[config.mk]
export PLATFORM = sky130hd
export DESIGN_NAME = cgm_fifo
export DESIGN_NICKNAME = d
export VERILOG_FILES = /design/src/hdl/cgm_pkg.sv /design/src/hdl/cgm_fifo.sv
export SDC_FILE = /design/constraint.sdc
export NUM_CORES = 1
export LEC_CHECK = 0
export ABC_AREA = 1
export CAP_MARGIN = 20
export CORE_MARGIN = 3
export CORE_UTILIZATION = 25
export CTS_BUF_LIST = sky130_fd_sc_hd__clkbuf_4
export DETAILED_ROUTE_END_ITERATION = 6
export DONT_BUFFER_PORTS = 1
export PLACE_DENSITY = 0.39
export SYNTH_ARGS = -nofsm -noshare
export SYNTH_HDL_FRONTEND = slang
export SYNTH_SLANG_ARGS = --single-unit
[constraint.sdc]
create_clock -name clk_i -period 2.04 [get_ports clk_i]
set_clock_uncertainty 0.05 [all_clocks]
set_input_delay 0.306 -clock clk_i [delete_from_list [all_inputs] [get_ports clk_i]]
set_output_delay 0.306 -clock clk_i [all_outputs]
set_load 0.005 [all_outputs]
[src/hdl/cgm_pkg.sv]
// Shared constants, types and tap functions of the color gradient magnitude block.
package cgm_pkg;

  localparam int MAX_WIDTH = 1024;
  localparam int LS_DEPTH  = 4 * MAX_WIDTH + 8;
  localparam int AW        = $clog2(LS_DEPTH);
  localparam int WW        = 11;
  localparam int HW        = 16;
  localparam int CW        = 27;
  localparam int PIX_W     = 24;
  localparam int CFG_DW    = 16;
  localparam int CFG_IW    = 1;
  localparam int GX_W      = 17;
  localparam int RAD_W     = 40;
  localparam int RT_W      = RAD_W / 2;
  localparam int REM_W     = RT_W + 2;
  localparam int SUM_W     = 22;
  localparam int GRAD_W    = 15;
  localparam int DIVISOR   = 60;
  localparam int ROUNDING  = 30;
  localparam int QDEPTH    = 4;
  localparam int QAW       = $clog2(QDEPTH);

  // Divide by 60 as a drop of two bits, then a multiply by the rounded-up reciprocal of 15.
  // Exact for every sum below 2^22.
  localparam int DIV_SHIFT = 24;
  localparam int RECIP_W   = 21;
  localparam int PROD_W    = SUM_W - 2 + RECIP_W;
  localparam logic [RECIP_W-1:0] DIV_RECIP =
    RECIP_W'(((1 << DIV_SHIFT) + DIVISOR / 4 - 1) / (DIVISOR / 4));

  localparam logic [CFG_IW-1:0] REG_WIDTH  = CFG_IW'(0);
  localparam logic [CFG_IW-1:0] REG_HEIGHT = CFG_IW'(1);

  localparam logic [WW-1:0] WIDTH_RST  = WW'(640);
  localparam logic [HW-1:0] HEIGHT_RST = HW'(480);
  localparam logic [CW-1:0] COUNT_RST  = CW'(640 * 480);

  typedef struct packed {
    logic             pixel;
    logic [AW-1:0]    waddr;
    logic [PIX_W-1:0] rgb;
    logic             emit;
    logic [AW-1:0]    base;
    logic             row_in;
    logic             col_in;
    logic             last;
  } task_t;

  typedef enum logic [2:0] {
    BK_IDLE,
    BK_ACC,
    BK_SQ,
    BK_SQRT,
    BK_DIV,
    BK_OUT
  } back_state_e;

  function automatic int diff_tap(logic [2:0] idx);
    int t;
    t = 0;
    unique case (idx)
      3'd0:    t = -1;
      3'd1:    t = -2;
      3'd2:    t = 0;
      3'd3:    t = 2;
      3'd4:    t = 1;
      default: t = 0;
    endcase
    return t;
  endfunction

  function automatic int smooth_tap(logic [2:0] idx);
    int t;
    t = 0;
    unique case (idx)
      3'd0:    t = 1;
      3'd1:    t = 4;
      3'd2:    t = 6;
      3'd3:    t = 4;
      3'd4:    t = 1;
      default: t = 0;
    endcase
    return t;
  endfunction

  // Weight of one window position: derivative along d_idx, smoothing along s_idx.
  function automatic logic signed [4:0] grad_weight(logic diff_ok, logic smooth_ok,
                                                    logic [2:0] d_idx, logic [2:0] s_idx);
    int w;
    w = 0;
    if (diff_ok) begin
      if (smooth_ok) begin
        w = diff_tap(d_idx) * smooth_tap(s_idx);
      end else if (s_idx == 3'd2) begin
        w = 6 * diff_tap(d_idx);
      end
    end
    return 5'(w);
  endfunction

endpackage

[src/hdl/cgm_fifo.sv]
// Short task queue between the front and the back.
module cgm_fifo (
  input  logic           clk_i,
  input  logic           rst_ni,
  input  logic           push_i,
  input  cgm_pkg::task_t data_i,
  output logic           full_o,
  input  logic           pop_i,
  output logic           empty_o,
  output cgm_pkg::task_t data_o
);
  import cgm_pkg::*;

  task_t          mem_q [QDEPTH];
  logic [QAW-1:0] wp_q, rp_q;
  logic [QAW:0]   cnt_q;

  assign full_o  = (cnt_q == (QAW+1)'(QDEPTH));
  assign empty_o = (cnt_q == '0);
  assign data_o  = mem_q[rp_q];

  always_ff @(posedge clk_i) begin
    if (push_i) begin
      mem_q[wp_q] <= data_i;
    end
  end

  always_ff @(posedge clk_i or negedge rst_ni) begin
    if (!rst_ni) begin
      wp_q  <= '0;
      rp_q  <= '0;
      cnt_q <= '0;
    end else begin
      if (push_i) wp_q <= wp_q + QAW'(1);
      if (pop_i)  rp_q <= rp_q + QAW'(1);
      if (push_i && !pop_i) begin
        cnt_q <= cnt_q + (QAW+1)'(1);
      end else if (pop_i && !push_i) begin
        cnt_q <= cnt_q - (QAW+1)'(1);
      end
    end
  end

endmodule

### Yosys cells after proc, flatten, opt, wreduce, memory -nomap -nowiden

Memory sizes are Yosys's and may differ from the RTL's.
Cells that the tools add are included.
Widths: inputs -> output; s select.

| storage, ports and cells | value |
|---|---|
| bits in read-only memories | 0 |
| RAM bits | 220 |
| word-level logic and storage cells | 19 |
| register bits | 7 |
| latch bits | 0 |
| input bits | 59 |
| output and inout port bits | 57 |
| memories kept | 1 |

| operators by class | value |
|---|---|
| shifts and indexed selects | 0 |
| multipliers | 0 |
| reductions and logical operators | 6 |
| eq/ne operators | 1 |
| order comparisons | 0 |
| muxes and demuxes | 4 |
| add/sub/neg operators | 4 |
| divide/modulo/power cells | 0 |
| bitwise logic cells | 0 |

Memory list:

| memory | depth | bits a word | read ports | clocked after Yosys merged registers in | write ports | line | RTL |
|---|---|---|---|---|---|---|---|
| mem_q | 4 | 55 | 1 | 0 | 1 | cgm_fifo.sv:14 | `task_t mem_q [QDEPTH];` |

Operators with widths:

| kind | count |
|---|---|
| $mux 3 | 2 |
| $add 2x1->2 const B | 2 |
| $add 3x1->3 const B | 1 |
| $eq 3x3->1 const B | 1 |
| $logic_not 3->1 | 1 |
| $sub 3x1->3 const B | 1 |
| $logic_and 1x1->1 | 2 |
| $logic_not 1->1 | 2 |
| $mux 1 | 2 |
| $reduce_bool 2->1 | 1 |

### Depth between registers and ports, before layout

| depth | value |
|---|---|
| depth after elaboration | 4 |
| depth in mapped cells | 9 |
| mapped depth without buffers | 9 |

### Worst setup path before layout

No wires, ideal clock.

| path | value |
|---|---|
| kind | register -> register |
| start point | register wp_q[0] |
| end point | memory mem_q[2][0] (netlist name), enable pin |
| required time | 1.581 ns |
| clock period less this slack | 2.200 ns |
| stages on the path, launching flop included | 5 |
| arrival time | 1.741 ns |
| setup slack | -0.160 ns |
| buffers on the path | 0 |
| cell sequence | dfrtp_1 -> inv_1 -> ha_1 -> nand2_1 -> inv_1 |

RTL lines:

| element | line | RTL |
|---|---|---|
| from (decl) | cgm_fifo.sv:15 | `logic [QAW-1:0] wp_q, rp_q;` |
| from (signal assigned) | cgm_fifo.sv:34 | `if (push_i) wp_q <= wp_q + QAW'(1);` |
| to (decl) | cgm_fifo.sv:14 |  |

No word-level cell before the write port.

==> flow_summary.json <==
{
  "hpwl_mm": 12.5,
  "rsz0062_at_grt": "true",
  "critical-path-top-delay-family": "flip-flops",
  "overflow": 0,
  "max_clock_freq_ghz": 0.441,
  "syn_nets": 755,
  "via_per_inst": 4.13,
  "power.total_mw": 17.7,
  "synthMuxAreaShare_pct": 0,
  "gp_congestion": 0.701,
  "power.leakage_nw": 4.83,
  "grt_pass1_wl_mm": 36.9,
  "hold_violations": 0,
  "track_usage_pct": 12.2,
  "path_cells": "clkinv_8, buf_12, clkbuf_16, o211ai_1, nand2_1",
  "clk_pin_slew_worst_paths_ns": 0.06,
  "worstPathRequired_ns": 1.68,
  "max_cap_violations": 0,
  "r2r_slack_ns": 0.45,
  "placed_area_um2": 10300,
  "min_period_ns": 2.27,
  "clk-insertion-delay-late_ns": 0.72,
  "crit_path_end_kind": "output pin",
  "drive_gt1_share_pct": 30.2,
  "die_h_um": 202,
  "cp_data_arrival_time_ns": 1.91,
  "grt_pass1_vias": 6030,
  "violations": "setup timing",
  "synth_edf_count": 220,
  "path_max_fanout": 6,
  "antenna_found_initial": 4,
  "grt_max_degree": 46,
  "syn_to_final_growth_pct": 29.1,
  "synth_compound_area_share_pct": 12.7,
  "stdcell_area_um2": 12400,
  "synthTopCellsByArea": "edfxtp_1 (69%), o211ai_2 (10%), nand2_1 (7.0%)",
  "finalMaxSlewViolations": 0,
  "power_density_nw_per_um2": 1430,
  "synthCells": 690,
  "ys_ff_latch": 227,
  "synthSimpleGateAreaFrac_pct": 7.17,
  "syn_area_um2": 9610,
  "cts_root_buffer": "clkbuf_4",
  "yosysMostFrequentCell": "edfxtp_1",
  "cts_max_path_buffers": 3,
  "fin_crit_sh_pct": 111,
  "synth.distinct_cells": 20,
  "synthArstFlopShare_pct": 3.08,
  "seq_area_um2": 6790,
  "nets": 892,
  "setup_ws_ns": -0.229,
  "synth-main-ff-cell": "edfxtp_1",
  "cts_tree": "done",
  "htree_levels": 2,
  "path_buf_inv": 3,
  "io_pins": 116,
  "numCtsBuffers": 61,
  "synth_top_area_share_pct": 68.7,
  "finish.utilization_pct": 32.9,
  "synth_fa_ha_area_share_pct": 0.859,
  "synth_top_family_by_area": "compound AO/OA/AOI/OAI gates",
  "slew_headroom_pct": 72.5,
  "wl_per_cell_um": 18.2,
  "worst_slew_pin_slew_ns": 0.410,
  "core_um2": 37800,
  "cts_sinks": 227,
  "multi_input_comb_area_um2": 2120,
  "die_x_um": 202,
  "yosysTopAreaCell": "edfxtp_1",
  "synthXorXnorAreaFrac_pct": 0.364,
  "hp-class": "in2reg",
  "dieArea_um2": 40800,
  "routed_wl_mm": 25.3,
  "ir_drop_mv": 0.509,
  "outcome": "complete, but fails checks",
  "rows": 71,
  "yosysSeqAreaShare_pct": 70.6,
  "drcViolationCount": 0,
  "yosysWarnings": 0,
  "num-fill-cells": 3702,
  "cpMaxStageDelayCell": "dfrtp_4",
  "worstSetupPathType": "reg2out",
  "ys_top_cells_by_count": "edfxtp_1 (220), nand2_1 (178), inv_1 (122), o211ai_2 (78), o211ai_1 (32)",
  "ant_nets": 0,
  "num_vias": 5725,
  "cp-start-kind": "flop",
  "crit_path_max_incr_delay_ns": 0.56,
  "drt-pass1-iter-count": 4,
  "start_util_pct": 25.5,
  "setup_viol": 55,
  "port_buffers": 0,
  "holdWs_ns": 0.107,
  "syn_area_per_cell_um2": 13.9,
  "drt_iter0_markers": 151
}
-- cell type report --
class                   instances  area share, %
diodes                          3         0.0605
repair buffers                112           13.0
inverters                     122           3.91
clock inverters                18          0.585
clock buffers                  91           5.50
multi-input cells             303           17.1
well taps                     511           5.15
flip-flops and latches        227           54.7
-- kinds of logic after synthesis --
group                      Yosys count
DFF                                227
and+or+nand+nor                    182
adders and majority gates            6
buffers and inverters              160
xor gates and xnor gates             4
AOI/OAI and AO/OA                  111
-- registers in the layout (all words and copies together) (netlist names) --
name   cells
mem_q    220
cnt_q      3
rp_q       2
wp_q       2
-- worst paths after layout --
| path | from | to | depth (start not counted) |
|---|---|---|---|
| min reg2reg | cnt_q[2] | cnt_q[2] | 2 |
| max in group asynchronous | rst_ni | rp_q[1] | 2 |
| min | push_i | mem_q[0][48] | 3 |
| max | rp_q[1] | data_o[28] | 5 |
| max reg2reg | wp_q[1] | mem_q[1][44] | 5 |
| min in group asynchronous | rst_ni | rp_q[0] | 2 |
-- cells in the final DEF (no fill, tap or decap), types with 2 or more instances in the layout --
| cell type | count |
|---|---|
| inv_1 | 117 |
| diode_2 | 3 |
| buf_16 | 16 |
| nand2_1 | 148 |
| nand2_2 | 28 |
| clkinv_2 | 4 |
| edfxtp_1 | 220 |
| clkinvlp_4 | 4 |
| buf_12 | 15 |
| ha_1 | 5 |
| o211ai_2 | 77 |
| buf_6 | 6 |
| nand2_4 | 2 |
| nor3_1 | 2 |
| xor2_1 | 3 |
| dlygate4sd3_1 | 59 |
| dfrtp_1 | 5 |
| clkbuf_4 | 91 |
| clkinv_1 | 13 |
| dfrtp_4 | 2 |
| clkbuf_16 | 4 |
| o211ai_1 | 32 |
| buf_4 | 11 |
-- where the power goes --
group / internal, mW / switching, mW
Combinational: 3.19 / 4.22
Sequential: 6.12 / 0.340
Clock: 2.02 / 1.82
-- tightest hold or removal path: stages --
cell and delay (ns):
nand2_1 0.07, clkinvlp_4 0.12, buf_12 0.22
-- per-stage QoR --
step	setup WS (ns)	std cells	TNS [ns]
floorplan	0.0909	690	0
global placement	0.445	1186	0
detailed placement	0.420	1186	0
CTS	-0.373	1378	-18.28
global route	-0.402	1386	-19.78
finish	-0.229	1387	-10.36
-- what timing repair did --
item | CTS | global route
gates cloned | 14 | 5
endpoints found under the setup margin | 55 | 55
endpoints found under the hold margin | 234 | 0
hold buffers | 59 | 0
buffers inserted | 10 | 2
resized for setup | 48 | 12
pin swaps | 38 | 27
-- routing by layer --
layer	vias up	GRT usage [%]	wire length, µm
met5	-	0	13
met3	49	4.48	1560
met2	140	21.1	12700
li1	2724	-	-
met4	2	4.31	516
met1	2810	13.9	10500
No activity file was read; power rests on OpenSTA's default activity.
