### config.mk
export PLATFORM = sky130hd
export DESIGN_NAME = cgm_front
export DESIGN_NICKNAME = d
export VERILOG_FILES = /design/src/hdl/cgm_pkg.sv /design/src/hdl/cgm_front.sv
export SDC_FILE = /design/constraint.sdc
export NUM_CORES = 1
export LEC_CHECK = 0
export BUFFER_PORTS_ARGS = -buffer_cell sky130_fd_sc_hd__buf_2
export CAP_MARGIN = 20
export CORE_AREA = 5 5 202 204
export CTS_BUF_LIST = sky130_fd_sc_hd__clkbuf_4 sky130_fd_sc_hd__clkbuf_8 sky130_fd_sc_hd__clkbuf_16
export DETAILED_ROUTE_END_ITERATION = 6
export DIE_AREA = 0 0 207 209
export GPL_ROUTABILITY_DRIVEN = 0
export PLACE_DENSITY = 0.78
export SYNTH_ARGS = -nofsm -noshare
export SYNTH_HDL_FRONTEND = slang
export SYNTH_SLANG_ARGS = --single-unit
### constraint.sdc
create_clock -name clk_i -period 15.2 [get_ports clk_i]
set_input_delay 3.04 -clock clk_i [delete_from_list [all_inputs] [get_ports clk_i]]
set_output_delay 3.04 -clock clk_i [all_outputs]
set_load 0.1 [all_outputs]
### src/hdl/cgm_pkg.sv
// Shared constants, types and tap functions of the color gradient magnitude block.
package cgm_pkg;

  localparam int MAX_WIDTH = 1024;
  localparam int LS_DEPTH  = 4 * MAX_WIDTH + 8;
  localparam int AW        = $clog2(LS_DEPTH);
  localparam int WW        = 11;
  localparam int HW        = 16;
  localparam int CW        = 27;
  localparam int PIX_W     = 24;
  localparam int CFG_DW    = 16;
  localparam int CFG_IW    = 1;
  localparam int GX_W      = 17;
  localparam int RAD_W     = 40;
  localparam int RT_W      = RAD_W / 2;
  localparam int REM_W     = RT_W + 2;
  localparam int SUM_W     = 22;
  localparam int GRAD_W    = 15;
  localparam int DIVISOR   = 60;
  localparam int ROUNDING  = 30;
  localparam int QDEPTH    = 4;
  localparam int QAW       = $clog2(QDEPTH);

  // Divide by 60 as a drop of two bits, then a multiply by the rounded-up reciprocal of 15.
  // Exact for every sum below 2^22.
  localparam int DIV_SHIFT = 24;
  localparam int RECIP_W   = 21;
  localparam int PROD_W    = SUM_W - 2 + RECIP_W;
  localparam logic [RECIP_W-1:0] DIV_RECIP =
    RECIP_W'(((1 << DIV_SHIFT) + DIVISOR / 4 - 1) / (DIVISOR / 4));

  localparam logic [CFG_IW-1:0] REG_WIDTH  = CFG_IW'(0);
  localparam logic [CFG_IW-1:0] REG_HEIGHT = CFG_IW'(1);

  localparam logic [WW-1:0] WIDTH_RST  = WW'(640);
  localparam logic [HW-1:0] HEIGHT_RST = HW'(480);
  localparam logic [CW-1:0] COUNT_RST  = CW'(640 * 480);

  typedef struct packed {
    logic             pixel;
    logic [AW-1:0]    waddr;
    logic [PIX_W-1:0] rgb;
    logic             emit;
    logic [AW-1:0]    base;
    logic             row_in;
    logic             col_in;
    logic             last;
  } task_t;

  typedef enum logic [2:0] {
    BK_IDLE,
    BK_ACC,
    BK_SQ,
    BK_SQRT,
    BK_DIV,
    BK_OUT
  } back_state_e;

  function automatic int diff_tap(logic [2:0] idx);
    int t;
    t = 0;
    unique case (idx)
      3'd0:    t = -1;
      3'd1:    t = -2;
      3'd2:    t = 0;
      3'd3:    t = 2;
      3'd4:    t = 1;
      default: t = 0;
    endcase
    return t;
  endfunction

  function automatic int smooth_tap(logic [2:0] idx);
    int t;
    t = 0;
    unique case (idx)
      3'd0:    t = 1;
      3'd1:    t = 4;
      3'd2:    t = 6;
      3'd3:    t = 4;
      3'd4:    t = 1;
      default: t = 0;
    endcase
    return t;
  endfunction

  // Weight of one window position: derivative along d_idx, smoothing along s_idx.
  function automatic logic signed [4:0] grad_weight(logic diff_ok, logic smooth_ok,
                                                    logic [2:0] d_idx, logic [2:0] s_idx);
    int w;
    w = 0;
    if (diff_ok) begin
      if (smooth_ok) begin
        w = diff_tap(d_idx) * smooth_tap(s_idx);
      end else if (s_idx == 3'd2) begin
        w = 6 * diff_tap(d_idx);
      end
    end
    return 5'(w);
  endfunction

endpackage

### src/hdl/cgm_front.sv
// Front: configuration, frame position counters and result scheduling per beat.
module cgm_front (
  input  logic                       clk_i,
  input  logic                       rst_ni,
  input  logic                       cfg_we_i,
  input  logic [cgm_pkg::CFG_IW-1:0] cfg_index_i,
  input  logic [cgm_pkg::CFG_DW-1:0] cfg_wdata_i,
  input  logic                       s_tvalid_i,
  output logic                       s_tready_o,
  input  logic [cgm_pkg::PIX_W-1:0]  s_tdata_i,
  input  logic                       s_tuser_i,
  input  logic                       full_i,
  output logic                       push_o,
  output cgm_pkg::task_t             task_o,
  output logic [cgm_pkg::WW-1:0]     img_w_o
);
  import cgm_pkg::*;

  logic [WW-1:0] width_q;
  logic [HW-1:0] height_q;
  logic [WW-1:0] eff_w;
  logic [HW-1:0] eff_h;
  logic [CW-1:0] n_q;
  logic          hold_q;
  logic [CW-1:0] in_idx_q, out_count_q;
  logic [HW-1:0] out_row_q;
  logic [WW-1:0] out_col_q;
  logic [AW-1:0] wr_q;

  logic          acc, is_pix, emit;
  logic [CW-1:0] idx_inc, nxt_idx, idx, pend;
  logic [WW+1:0] two_w3;
  logic [AW-1:0] wr_inc, wa, pl, base;
  logic          row_in, col_in;

  always_comb begin
    if (width_q < WW'(5)) begin
      eff_w = WW'(5);
    end else if (width_q > WW'(MAX_WIDTH)) begin
      eff_w = WW'(MAX_WIDTH);
    end else begin
      eff_w = width_q;
    end
    eff_h = (height_q < HW'(5)) ? HW'(5) : height_q;
  end

  assign img_w_o    = eff_w;
  assign s_tready_o = !full_i && !hold_q;
  assign acc        = s_tvalid_i && s_tready_o;
  assign is_pix     = !s_tuser_i;

  always_comb begin
    idx_inc = in_idx_q + CW'(1);
    nxt_idx = (idx_inc == n_q) ? '0 : idx_inc;
    idx     = is_pix ? nxt_idx : in_idx_q;
    pend    = (idx >= out_count_q) ? idx - out_count_q : n_q - out_count_q + idx;
    two_w3  = {1'b0, eff_w, 1'b0} + (WW+2)'(3);
    emit    = is_pix ? (pend >= CW'(two_w3)) : (in_idx_q < out_count_q);
    wr_inc  = (wr_q == AW'(LS_DEPTH - 1)) ? '0 : wr_q + AW'(1);
    wa      = is_pix ? wr_inc : wr_q;
    pl      = pend[AW-1:0];
    base    = (wa >= pl) ? wa - pl : AW'((AW+1)'(LS_DEPTH) + {1'b0, wa} - {1'b0, pl});
    row_in  = (out_row_q >= HW'(2)) && ({1'b0, out_row_q} + (HW+1)'(2) < {1'b0, eff_h});
    col_in  = (out_col_q >= WW'(2)) && ({1'b0, out_col_q} + (WW+1)'(2) < {1'b0, eff_w});
  end

  assign push_o = acc && (is_pix || emit);

  always_comb begin
    task_o.pixel  = is_pix;
    task_o.waddr  = wr_q;
    task_o.rgb    = s_tdata_i;
    task_o.emit   = emit;
    task_o.base   = base;
    task_o.row_in = row_in;
    task_o.col_in = col_in;
    task_o.last   = (out_count_q == n_q - CW'(1));
  end

  always_ff @(posedge clk_i or negedge rst_ni) begin
    if (!rst_ni) begin
      width_q     <= WIDTH_RST;
      height_q    <= HEIGHT_RST;
      n_q         <= COUNT_RST;
      hold_q      <= 1'b0;
      in_idx_q    <= '0;
      out_count_q <= '0;
      out_row_q   <= '0;
      out_col_q   <= '0;
      wr_q        <= '0;
    end else begin
      n_q    <= CW'(eff_w) * CW'(eff_h);
      hold_q <= cfg_we_i;
      if (cfg_we_i) begin
        // Restart the frame on any register write.
        unique case (cfg_index_i)
          REG_WIDTH:  width_q  <= cfg_wdata_i[WW-1:0];
          REG_HEIGHT: height_q <= cfg_wdata_i[HW-1:0];
          default:    width_q  <= width_q;
        endcase
        in_idx_q    <= '0;
        out_count_q <= '0;
        out_row_q   <= '0;
        out_col_q   <= '0;
      end else if (acc) begin
        if (is_pix) begin
          in_idx_q <= nxt_idx;
          wr_q     <= wr_inc;
        end
        if (emit) begin
          out_count_q <= (out_count_q + CW'(1) == n_q) ? '0 : out_count_q + CW'(1);
          if (out_col_q + WW'(1) == eff_w) begin
            out_col_q <= '0;
            out_row_q <= (out_row_q + HW'(1) == eff_h) ? '0 : out_row_q + HW'(1);
          end else begin
            out_col_q <= out_col_q + WW'(1);
          end
        end
      end
    end
  end

endmodule

Word level (Yosys, flattened, before mapping)

Index checks and enable logic that the tools add are counted.

Bits in registers: 149
Word-level logic and storage cells: 86
Output and inout port bits: 68

Equal/unequal tests: 6
$mul: 1
Magnitude comparators: 11
Bitwise gates (word level): 2
Multiplexer cells: 25
Reduce and logical (&&, ||, !) cells: 17
Add/sub/neg operators: 15

Operator list:

| kind                     | count |
|---|---|
| $mux W27                 | 9 |
| $mux W16                 | 6 |
| $eq A27 B27 Y1           | 3 |
| $mux W11                 | 6 |
| $add A27 B1 Y27 const B  | 2 |
| $sub A27 B27 Y27         | 2 |
| $mux W13                 | 3 |
| $add A27 B27 Y27         | 1 |
| $ge A27 B13 Y1           | 1 |
| $ge A27 B27 Y1           | 1 |
| $lt A27 B27 Y1           | 1 |
| $mul A11 B16 Y27         | 1 |
| $sub A27 B1 Y27 const B  | 1 |
| $sub A13 B13 Y13         | 2 |
| $add A16 B2 Y17 const B  | 1 |
| $lt A17 B16 Y1           | 1 |
| $add A16 B1 Y16 const B  | 1 |
| $eq A16 B16 Y1           | 1 |
| $ge A16 B2 Y1 const B    | 1 |
| $lt A16 B3 Y1 const B    | 1 |
| $add A12 B2 Y13 const B  | 1 |
| $add A13 B1 Y13 const B  | 1 |
| $add A13 B13 Y13 const A | 1 |
| $eq A13 B13 Y1 const B   | 1 |
| 16 further kinds         | 28 |

Depth between registers and ports, before layout

Depth in word-level cells: 11
Mapped depth: 42
Depth with buffers taken out: 37

Worst setup path before layout

No wires, ideal clock.

Path type: input -> output
From: input s_tuser_i
To: output task_o[10] in the netlist's numbering
Path slack: 1.249 ns
Arrival time: 10.911 ns
Data required time: 12.160 ns
Stages on the path: 30
Path through: clkbuf_1 -> or2_2 -> clkbuf_1 -> clkbuf_1 -> nor3_1 -> a21oi_1 -> inv_1 -> ha_1 -> and3_1 -> and4_1 -> nand2_1 -> o21ai_0 -> nand4_1 -> a21oi_1 -> clkbuf_1 -> mux2i_1 -> inv_1 -> ha_1 -> inv_1 -> fa_1 -> a21oi_1 -> o21ai_0 -> nand2_1 -> a31oi_1 -> o21bai_1 -> a31oi_1 -> o41ai_1 -> a31o_2 -> clkbuf_1 -> o31ai_1

RTL lines:

| item               | RTL line        | text |
|---|---|---|
| start: declaration | cgm_front.sv:11 | `input logic s_tuser_i,` |
| end: declaration   | cgm_front.sv:14 | `output cgm_pkg::task_t task_o,` |

==> metrics.yaml <==
status: "complete, no violations"
fin_crit_sh_pct: 87.50
reg2reg_from: "in_idx_q[0]"
p_leak_nw: 10.83
timing.slew.headroom_pct: 24.31
async_flop_share_pct: 100.0
r2r_slack_ns: 5.21
cts_tree: "yes"
arrival_ns: 10.26
tightest_slew_ns: 1.125
fin_tns_setup_ns: 0
vias: 21810
cts_buffer_depth: 2
drtIter0Drc: 2763
min_path_type: "register to register"
cts_hold_buffers: 0
slew_violations: 0
netSwitchingFraction_pct: 55.87
pre_cts_ws_ns: 2.259
post_cts_buffers: 0
cts.sink_count: 149
ir_drop_mv: 0.4715
r2r_cells: 35
postSynthCellCount: 2918
worstPathRequired_ns: 12.16
ys_ff_latch: 149
globalRouteOverflowTotal: 0
cp-end-kind: "primary output"
antenna_found_initial: 0
synth_fp_nets: 3350
antenna_left: 0
synthesis.area_um2: 23260
p_clk_share_pct: 8.8
synth_warnings: 0
synth_top_cell_area_share_pct: 14.96
ys_top_cells_by_area: "dfrtp_1 (15%), fa_1 (14%), ha_1 (12%)"
wl_um: 68600
path_max_fanout: 27
chipWidth_um: 207
whs_path_depth: 1
fp.coreArea_um2: 39090
comb_power_share_pct: 78.4
min_to: "height_q[0]"
hold_path_startpoint: "height_q[0]"
yosysSeqAreaShare_pct: 16.09
syn2layout_area_growth_pct: 3.755
worstSkewPairLatency_ns: 0.45
path_clk_slew_ns: 0.07
rows: 73
cp-startpoint: "in_idx_q[0]"
synth_top_flop_cell: "dfrtp_1"
setup_viol: 0
portBuffers: 66
r2r-end: "out_count_q[26]"
yosysTopAreaCell: "dfrtp_1"
slowest_stage: "nor2_1"
max_cap_viol_count: 0
grt_pass1_vias: 21430
start_util_pct: 59.49
p_sw_mw: 2.760
wl_per_cell_um: 20.33
cts_max_level: 4
fmax_ghz: 0.07518
start_kind: "register"
ctsResizeCount: 0
diodes: 0
fin_skew_ns: 0.01649
fin_ws_ns: 1.899
numCtsBuffers: 17
io_pins: 115
die_h_um: 209
slowest_delay_ns: 0.64
drc: 0
nFillCells: 3447
synth_cell_types: 89
hold_viol: 0
dieArea_um2: 43260
cell_internal_pwr_mw: 2.180
track_usage_pct: 31.22
grt_pass1_wl_um: 111600
dp_hpwl_um: 53680
nNetsFinal: 3269
drtPass1Iterations: 5
viasPerCell: 6.462
synth_edf_count: 0
synth_area_per_cell_um2: 7.970
period_minus_slack_ns: 13.30
pwr-share-seq_pct: 12.9
root_buffer: "clkbuf_16"
rsz0062_at_grt: "false"
drive_above_1_share_pct: 7.509
worstSetupPathType: "register to primary output"
grt_max_degree: 97
p_per_area_nw_per_um2: 204.7
-- worst max-delay path: cells and delay by family, from the launching register on --
kind	cells	cell delay, ns
buffers and inverters	6	1.34
DFF	1	0.47
AOI/OAI and AO/OA	11	2.57
muxes	1	0.38
and+or+nand+nor	14	3.63
xor gates and xnor gates	1	0.23
adders and majority gates	4	1.18
-- worst max-delay path by stage --
stage                      end
floorplan           task_o[10]
global placement    task_o[15]
detailed placement  task_o[15]
CTS                 task_o[15]
global route        task_o[15]
finish              task_o[15]
-- cell type report --
type	instances	area, um2	share of cell area (%)
Clock inverter	14	138.9	0.5755
Tap cell	525	656.9	2.722
Inverter	304	1141	4.729
Clock buffer	18	432.9	1.794
Sequential cell	149	3741	15.50
Timing Repair Buffer	85	479.2	1.986
Multi-Input combinational cell	2280	17540	72.69
-- cell usage in the layout (no fill, tap or decap), types with 41 or more instances in the layout --
master and count:
nand2_1 297, dfrtp_1 139, nor3_1 71, fa_1 164, ha_1 221, mux2_2 41
a21oi_1 143, nand4_1 54, o21ai_0 126, inv_1 295, xnor2_1 174, nand3_1 101
xor2_1 66, nor4_1 45, buf_2 65, a21o_1 44, nor2_1 257
-- layer usage --
metal	vias to the layer above	global-route usage (%)	routed length [um]
met5	-	0	0
met4	0	13.89	3634
met3	253	5.315	6720
met2	1271	50.40	30730
met1	10420	41.49	27520
li1	9866	-	-
-- flip-flops by register name (all words and copies together) (netlist names) --
register / count
out_col_q: 11
n_q: 27
out_row_q: 16
height_q: 16
hold_q: 1
in_idx_q: 27
wr_q: 13
out_count_q: 27
width_q: 11
-- logic make-up after synthesis --
family                     Yosys count  synth area share, %
and+or+nand+nor                   1006                20.69
AOI/OAI and AO/OA                  596                17.05
buffers and inverters              489                8.592
adders and majority gates          385                26.01
xor gates and xnor gates           241                9.140
DFF                                149                16.09
muxes                               51                2.416
other                                1              0.01612
-- power groups by stage --
stage	combinational, mW	clock [mW]	sequential (mW)
detailed placement	3.79	0	0.633
global route	4.27	0.453	0.641
floorplan	3.09	0	0.547
global placement	3.67	0	0.629
finish	3.87	0.433	0.636
CTS	3.82	0.435	0.626
-- cell usage after synthesis, types with 15 or more instances --
| library cell | count |
|---|---|
| nor4_1 | 45 |
| nand2b_1 | 29 |
| xor2_1 | 66 |
| o21ai_0 | 126 |
| xnor2_1 | 174 |
| nor3_1 | 72 |
| o21a_1 | 35 |
| nand2_1 | 297 |
| inv_1 | 295 |
| and3_1 | 28 |
| buf_2 | 18 |
| a211oi_1 | 27 |
| nor2b_1 | 23 |
| fa_1 | 164 |
| o31ai_1 | 24 |
| nor2_1 | 257 |
| a21oi_1 | 144 |
| ha_1 | 221 |
| a31oi_1 | 18 |
| mux2_2 | 41 |
| and2_1 | 15 |
| dfrtp_1 | 139 |
| a21o_1 | 44 |
| nand4_1 | 54 |
| nand3_1 | 101 |
| clkbuf_1 | 121 |
| a31o_2 | 15 |
| buf_4 | 29 |
| o211ai_1 | 34 |
-- metrics by stage --
stage / utilization [%] / instances / total power [mW] / hold slack, ns / instance area, um2
floorplan: - / 2918 / 3.636 / 0.4877 / 23260
global placement: 60.25 / 3342 / 4.301 / 0.5010 / 23550
detailed placement: 60.26 / 3343 / 4.425 / 0.5184 / 23560
CTS: 61.73 / 3375 / 4.880 / 0.5322 / 24130
global route: 61.73 / 3375 / 5.366 / 0.5569 / 24130
finish: 61.73 / 3375 / 4.940 / 0.5351 / 24130
Note: power is estimated with default switching activity, not from simulation.
